File: src/hdl/swdc_pkg.sv
`default_nettype none
package swdc_pkg;

	// Fixed widths of the item fields
	localparam int PW        = 10;               // position / value field width
	localparam int CW        = 11;               // per-value count and distinct count width
	localparam int MOD_STEPS = 2;                // multiply steps in the value reduction
	localparam int MOD_W     = $clog2(MOD_STEPS + 1);   // steps left in the value reduction

	// Word kinds on the input channel
	localparam logic MODE_LOAD  = 1'b0;
	localparam logic MODE_QUERY = 1'b1;

	// Commands from the controller to the datapath
	typedef struct packed {
		logic capture;     // take the accepted word into the item registers
		logic clear_step;  // zero one count entry after reset
		logic mod_step;    // one step of the value reduction
		logic ld_out;      // aim a count-out at the load position
		logic ld_in;       // aim a count-in at the load position
		logic elem_write;  // write the loaded value into the element store
		logic seed;        // open the window on the left end of the query
		logic plan_step;   // move one window edge by one position
		logic elem_read;   // read the element at the aimed position
		logic cnt_read;    // read the count of that element's value
		logic cnt_update;  // write the count back and fix the distinct count
		logic out_load;    // load the result into the output register
	} cmd_t;

	// Status from the datapath to the controller
	typedef struct packed {
		logic clear_last;  // last count entry is being cleared
		logic mod_done;    // loaded value is below the value range
		logic pos_oob;     // load position beyond the array
		logic in_win;      // load position lies in the current window
		logic bad;         // query left end beyond right end
		logic empty;       // window holds nothing yet
		logic win_done;    // window matches the query range
		logic out_free;    // output register can take a result
	} sts_t;

endpackage
`default_nettype wire

File: src/hdl/swdc_ctrl.sv
`default_nettype none
module swdc_ctrl (
	input  wire logic           clk,
	input  wire logic           arst_n,
	input  wire logic           in_valid,
	input  wire logic           mode,
	output      logic           in_ready,
	output      swdc_pkg::cmd_t cmd,
	input  wire swdc_pkg::sts_t sts
);
	import swdc_pkg::*;

	localparam logic [3:0] ST_CLEAR  = 4'd0;
	localparam logic [3:0] ST_IDLE   = 4'd1;
	localparam logic [3:0] ST_MOD    = 4'd2;
	localparam logic [3:0] ST_LD_CHK = 4'd3;
	localparam logic [3:0] ST_LD_WR  = 4'd4;
	localparam logic [3:0] ST_QCHK   = 4'd5;
	localparam logic [3:0] ST_PLAN   = 4'd6;
	localparam logic [3:0] ST_ELEM   = 4'd7;
	localparam logic [3:0] ST_CNT    = 4'd8;
	localparam logic [3:0] ST_UPD    = 4'd9;
	localparam logic [3:0] ST_DONE   = 4'd10;

	logic [3:0] state_q, state_d;
	logic       qry_q;   // current word is a query
	logic       ldin_q;  // load has passed its store write

	// Next state and commands
	always_comb begin
		state_d  = state_q;
		cmd      = '0;
		in_ready = 1'b0;
		case (state_q)
			ST_CLEAR: begin
				cmd.clear_step = 1'b1;
				if (sts.clear_last) begin
					state_d = ST_IDLE;
				end
			end
			ST_IDLE: begin
				in_ready = 1'b1;
				if (in_valid) begin
					cmd.capture = 1'b1;
					state_d     = (mode == MODE_LOAD) ? ST_MOD : ST_QCHK;
				end
			end
			ST_MOD: begin
				if (sts.pos_oob) begin
					state_d = ST_IDLE;
				end else if (sts.mod_done) begin
					state_d = ST_LD_CHK;
				end else begin
					cmd.mod_step = 1'b1;
				end
			end
			ST_LD_CHK: begin
				if (sts.in_win) begin
					cmd.ld_out = 1'b1;
					state_d    = ST_ELEM;
				end else begin
					state_d = ST_LD_WR;
				end
			end
			ST_LD_WR: begin
				cmd.elem_write = 1'b1;
				if (sts.in_win) begin
					cmd.ld_in = 1'b1;
					state_d   = ST_ELEM;
				end else begin
					state_d = ST_IDLE;
				end
			end
			ST_QCHK: begin
				if (sts.bad) begin
					state_d = ST_DONE;
				end else if (sts.empty) begin
					cmd.seed = 1'b1;
					state_d  = ST_ELEM;
				end else begin
					state_d = ST_PLAN;
				end
			end
			ST_PLAN: begin
				if (sts.win_done) begin
					state_d = ST_DONE;
				end else begin
					cmd.plan_step = 1'b1;
					state_d       = ST_ELEM;
				end
			end
			ST_ELEM: begin
				cmd.elem_read = 1'b1;
				state_d       = ST_CNT;
			end
			ST_CNT: begin
				cmd.cnt_read = 1'b1;
				state_d      = ST_UPD;
			end
			ST_UPD: begin
				cmd.cnt_update = 1'b1;
				if (qry_q) begin
					state_d = ST_PLAN;
				end else if (ldin_q) begin
					state_d = ST_IDLE;
				end else begin
					state_d = ST_LD_WR;
				end
			end
			ST_DONE: begin
				if (sts.out_free) begin
					cmd.out_load = 1'b1;
					state_d      = ST_IDLE;
				end
			end
			default: begin
				state_d = ST_IDLE;
			end
		endcase
	end

	// State and job flags
	always_ff @(posedge clk or negedge arst_n) begin
		if (!arst_n) begin
			state_q <= ST_CLEAR;
			qry_q   <= 1'b0;
			ldin_q  <= 1'b0;
		end else begin
			state_q <= state_d;
			if (cmd.capture) begin
				qry_q  <= (mode != MODE_LOAD);
				ldin_q <= 1'b0;
			end else if (cmd.elem_write) begin
				ldin_q <= 1'b1;
			end
		end
	end

endmodule
`default_nettype wire

File: config.mk
export PLATFORM = sky130hd
export DESIGN_NAME = swdc_ctrl
export DESIGN_NICKNAME = d
export VERILOG_FILES = /design/src/hdl/swdc_pkg.sv /design/src/hdl/swdc_ctrl.sv
export SDC_FILE = /design/constraint.sdc
export NUM_CORES = 1
export LEC_CHECK = 0
export ABC_AREA = 0
export CORE_MARGIN = 2
export CORE_UTILIZATION = 40
export CTS_CLUSTER_DIAMETER = 40
export DETAILED_ROUTE_END_ITERATION = 10
export DONT_BUFFER_PORTS = 1
export HOLD_SLACK_MARGIN = 0.08
export SLEW_MARGIN = 20
export SYNTH_ARGS = -nofsm -noshare
export SYNTH_HDL_FRONTEND = slang
export SYNTH_SLANG_ARGS = --single-unit
File: constraint.sdc
create_clock -name clk -period 1.5 [get_ports clk]
set_input_delay 0.15 -clock clk [delete_from_list [all_inputs] [get_ports clk]]
set_output_delay 0.15 -clock clk [all_outputs]
set_load 0.005 [all_outputs]
Yosys cells after proc, flatten, opt, wreduce, memory -nomap -nowiden
Cells that the tools add are included.
Operators by class
  magnitude comparators: 0
  div/mod/pow operators: 0
  muxes and demuxes: 36
  $mul: 0
  shift-type cells: 0
  bitwise logic cells: 0
  eq/ne operators: 14
  reduce and logical (&&, ||, !) cells: 3
  $add $sub $neg: 0
Operator list (number)
  $pmux 4 s11: 1
  $mux 4: 8
  $mux 1: 22
  $eq 4x3->1 const B: 4
  $eq 4x4->1 const B: 3
  $mux 3: 3
  $eq 4x2->1 const B: 2
  $ne 2x2->1 const B: 3
  $eq 4x1->1 const B: 1
  $logic_not 4->1: 1
  $mux 2: 2
  $reduce_and 4->1: 1
  $ne 3x3->1 const B: 1
  $reduce_bool 2->1: 1
Word-level totals
  memory bits (read-only): 0
  input bits: 12
  latch bits: 0
  output and inout port bits: 13
  register bits: 6
  memories: 0
  memory bits (writable): 0

Longest topological paths before layout
  depth after elaboration: 4
  mapped depth: 5

Worst setup path before layout
Ideal clock, no wire load.
  kind: reg-to-reg
  start: register state_q[2]
  end: register qry_q
  stages on the path, launching flop included: 5
  library setup time: 127 ps
  path slack: 170 ps
  data arrival time: 1202 ps
  path through: dfrtp_1 -> or2_1 -> nor2_1 -> nand2_1 -> mux2_1
On the way
  word-level cells in the longest chain between the ends: 2
RTL lines
  start: declaration: RTL line swdc_ctrl.sv:25  | logic [3:0] state_q, state_d;
  start signal: assignment: RTL line swdc_ctrl.sv:129  | state_q <= state_d;
  $eq 4x1->1: RTL line swdc_ctrl.sv:34  | case (state_q)
  $mux 1: RTL line swdc_ctrl.sv:34
  end signal: assignment: RTL line swdc_ctrl.sv:131  | qry_q <= (mode != MODE_LOAD);
  end: declaration: RTL line swdc_ctrl.sv:26  | logic qry_q;
No other way between the ends.
A chain may end at the register's enable or synchronous reset.

Worst setup path after layout
  start: register state_q[1]
  end: register state_q[2]
On the way
  word-level cells in the longest chain between the ends: 3
  elaborated cells between the ends (all ways): 17
  those cells by class: eq/ne (14); mux (1); reduce/logical (2)
RTL lines (RTL line)
  $eq 4x2->1, or another cell as far along: swdc_ctrl.sv:34
  $ne 3x3->1 (no source line) / $ne 2x2->1 (equally long branches)
  $reduce_and 4->1 (no source line)
Several ways; a longest one is shown, not always the timed one.

==> PnR_summary.wiki <==
{| class="wikitable"
! Metric !! Value
|-
| Run status || finished with violations
|-
| Failing checks || negative setup slack
|-
| Synthesized instance count || 81
|-
| Dominant delay contributor by cell family on the critical path || compound AO/OA/AOI/OAI gates
|-
| Number of maximum-capacitance violations || 0
|-
| Max Fanout on Critical Path || 6
|-
| Number of library cell types mapped by synthesis || 34
|-
| VDD IR-drop max || 0.000740 V
|-
| Count of antenna-violating nets left after detailed routing || 0
|-
| Number of clock sinks || 6
|-
| Row cnt || 13
|-
| Number of diodes added for antenna fixing || 0
|-
| Remaining Overflow, GRT || 0
|-
| Largest net degree at the start of global routing || 15
|-
| Share of layout cells above drive strength 1 || about a third
|-
| Hold Vio Cnt, Final || 0
|-
| Class of the most critical hold timing path || in2reg
|-
| Critical Path, Cell by Cell || buf_4 > buf_4 > o21a_1 > nor2_1 > nand3_1 > o21ba_1
|-
| Area of the mapped netlist || ~600 um^2
|-
| Met1 routed wirelength after detailed routing || roughly 740 um
|-
| Top layer in use || met4
|-
| Max Root-Sink Buffers || 2
|-
| Clock Latency Late Sink || 0.25 ns
|-
| Most used cells in the layout excluding fill and tap cells || sky130_fd_sc_hd__buf_4 (12), sky130_fd_sc_hd__nor2_1 (9), sky130_fd_sc_hd__nand2b_1 (5), sky130_fd_sc_hd__nand2_1 (5), sky130_fd_sc_hd__nand3_1 (5)
|-
| Static Leakage || between 0.0003 and 0.0004 uW
|-
| Mean number of vias per cell || 6.14
|-
| Final worst-path setup slack || -0.00590 ns
|-
| Initial core utilization || roughly 44%
|-
| Power Dens Cells || 1670 mW/mm^2
|-
| CP arrival || 1.68 ns
|-
| Flip-flop and latch count after synthesis || 6
|-
| Met3 Routed Length || between 150 and 200 um
|-
| Total half-perimeter wirelength after legalization and detailed placement || 1.33 mm
|-
| Cts bufs inserted || 3
|-
| Shortest period the worst path allows || 1.51 ns
|-
| Height of the die || 42.7 um
|-
| Post-layout util || 61.0%
|-
| Final net count || 110
|-
| Worst Tran Pin Value || 0.374 ns
|-
| Count of input and output buffers || 0
|-
| Kind of critical path || reg2reg
|-
| Number of iterations in the first detailed-routing pass || 4
|-
| Launching element type of the critical path || flip-flop
|-
| Sequential cell area fraction in the yosys report || 25.1%
|-
| Routed length on met2 || 835 um
|-
| Area of the core || 0.00135 mm^2
|-
| Antenna violations before repair || 0
|-
| Number of synthesis warnings || 0
|-
| Crit path capture type || flip-flop
|-
| Max-slew headroom at the worst pin || around three quarters
|-
| Die Outline Area || 0.00182 mm^2
|-
| Detailed-route DRC error count || 0
|-
| Cell mode on critical path || sky130_fd_sc_hd__buf_4
|-
| Ratio of final minimum period to clock period || 100%
|-
| Setup violators final || 1
|-
| Worst Path Buf+Inv || 2
|-
| Crit-path slowest cell || sky130_fd_sc_hd__dfrtp_2
|-
| Global-route wire length before repair || between 2 and 3 mm
|-
| Slowest Stage Delay on Critical Path || approximately 0.43 ns
|-
| Top Ports || 25
|-
| DR iter-0 viols || 16
|-
| TritonCTS clock tree || done
|-
| GRT Util Overall || a little over a fifth
|-
| Vias in the first global route || between 500 and 600
|-
| Clock slew at reported path FFs || 0.05 ns
|-
| Worst setup timing slack at the placement stage || 0.0584 ns
|-
| Die Width || 42.7 um
|-
| Average wire per cell in the routed design || 15.8 um
|-
| Inst Count DP || 102
|-
| Mapped Avg Cell Area || 7.40 um^2
|-
| Fin Clk Skew || just under 0.008 ns
|-
| Max-slew violation count || 0
|-
| Leading cell type in the layout, fill and taps excluded || sky130_fd_sc_hd__buf_4
|-
| GP Congestion || 0.909
|-
| Area added between synthesis and finish || 37.4%
|-
| Total nets after synthesis || 93
|-
| Max Fclk || between 600 and 700 MHz
|-
| RSZ-0062 raised after global routing || true
|-
| Setup slack of the most critical reg-to-reg path || -0.006 ns
|-
| CTS H-tree lvls || 1
|-
| Final instance count without filler cells || 111
|-
| Detailed-route via count || 682
|-
| Overall routed net length || 1.76 mm
|-
| CP required || roughly 1.7 ns
|-
| Clock Tree Root || sky130_fd_sc_hd__clkbuf_4
|}
## logic make-up (layout without fill, tap and decap cells)
group	Yosys count	after routing	share of synthesized area, %
muxes	1	1	1.88
AOI/OAI and AO/OA	20	20	24.6
xor gates and xnor gates	1	1	1.46
buffers and inverters	9	24	6.68
DFF	6	6	25.1
and+or+nand+nor	44	44	40.3
## cell usage after synthesis, drive strengths merged
cell | number | area (um^2)
mux2 | 1 | 11.3
dfrtp | 6 | 150
a32oi | 1 | 8.76
o21ai | 2 | 10.0
and2 | 1 | 6.26
a211o | 1 | 8.76
or4b | 1 | 10.0
a221oi | 1 | 8.76
nand2 | 7 | 26.3
nand2b | 5 | 31.3
a2111oi | 1 | 8.76
a31oi | 2 | 12.5
nor3b | 2 | 15.0
xnor2 | 1 | 8.76
o31ai | 1 | 7.51
inv | 4 | 15.0
a21oi | 2 | 10.0
o21ba | 1 | 10.0
nand3 | 5 | 25.0
o22ai | 1 | 6.26
nor3 | 5 | 30.0
nand4b | 1 | 8.76
buf | 5 | 25.0
nand4bb | 1 | 11.3
a21o | 1 | 7.51
nor2b | 4 | 25.0
nor2 | 10 | 37.5
o2bb2ai | 3 | 26.3
o21a | 3 | 22.5
or2 | 1 | 6.26
and3b | 1 | 8.76
## metal layers
layer | GRT usage [%] | vias to the layer above
met5 | 0 | -
met4 | 6.88 | 0
met3 | 7.23 | 2
met2 | 31.8 | 37
met1 | 28.0 | 319
li1 | - | 324
## power breakdown
group	total, uW	switching, uW	internal [uW]	leakage (uW)
Combinational	930	477	453	0.000260
Sequential	297	69.0	228	0.0000729
Clock	148	57.3	90.4	0.0000138
Total	1370	603	771	0.000347
## final cells by class
class / instances / area, um^2
Timing Repair Buffer: 17 / 153
Inverter: 4 / 17.5
Multi-Input combinational cell: 66 / 458
Fill cell: 140 / 527
Sequential cell: 6 / 154
Clock buffer: 3 / 22.5
Tap cell: 15 / 18.8
## sequential cells by signal (all words and copies together) (netlist names)
name,count
state_q,4
ldin_q,1
qry_q,1
## per-stage QoR
| step | TNS [ns] | area [um^2] | total power [uW] | hold slack, ns |
|---|---|---|---|---|
| final | -0.00590 | 823 | 1370 | 0.103 |
| after global routing | -0.0443 | 823 | 1470 | 0.119 |
| after CTS | 0 | 778 | 1290 | 0.111 |
| after detailed placement | 0 | 688 | 1070 | -0.145 |
| after global placement | 0 | 688 | 1060 | -0.145 |
| after floorplan | 0 | 599 | 798 | -0.146 |
## worst reg2reg max path, stage by stage, from the launching register on
cell and delay [ns]:
sky130_fd_sc_hd__dfrtp_2 0.43, sky130_fd_sc_hd__buf_4 0.15, sky130_fd_sc_hd__buf_4 0.15, sky130_fd_sc_hd__o21a_1 0.19
sky130_fd_sc_hd__nor2_1 0.15, sky130_fd_sc_hd__nand3_1 0.13, sky130_fd_sc_hd__o21ba_1 0.26
## path summary, 6_finish.rpt
| path | start | to | cells after the start |
|---|---|---|---|
| setup / recovery | state_q[1] | state_q[2] | 6 |
| hold / removal | in_valid | ldin_q | 2 |
| setup reg to reg | state_q[1] | state_q[2] | 6 |
| min in group asynchronous | arst_n | ldin_q | 1 |
| hold reg to reg | ldin_q | ldin_q | 1 |
| max in group asynchronous | arst_n | state_q[1] | 1 |
## what timing repair did
action / in CTS / in global routing
setup buffers: 3 / 1
resized for setup: 7 / 11
pin swaps: 1 / 4
endpoints found under the setup margin: 5 / 9
endpoints found under the hold margin: 7 / 0
cloned: 0 / 0
hold buffers: 2 / 0
Power figures use the tool's default switching activity.
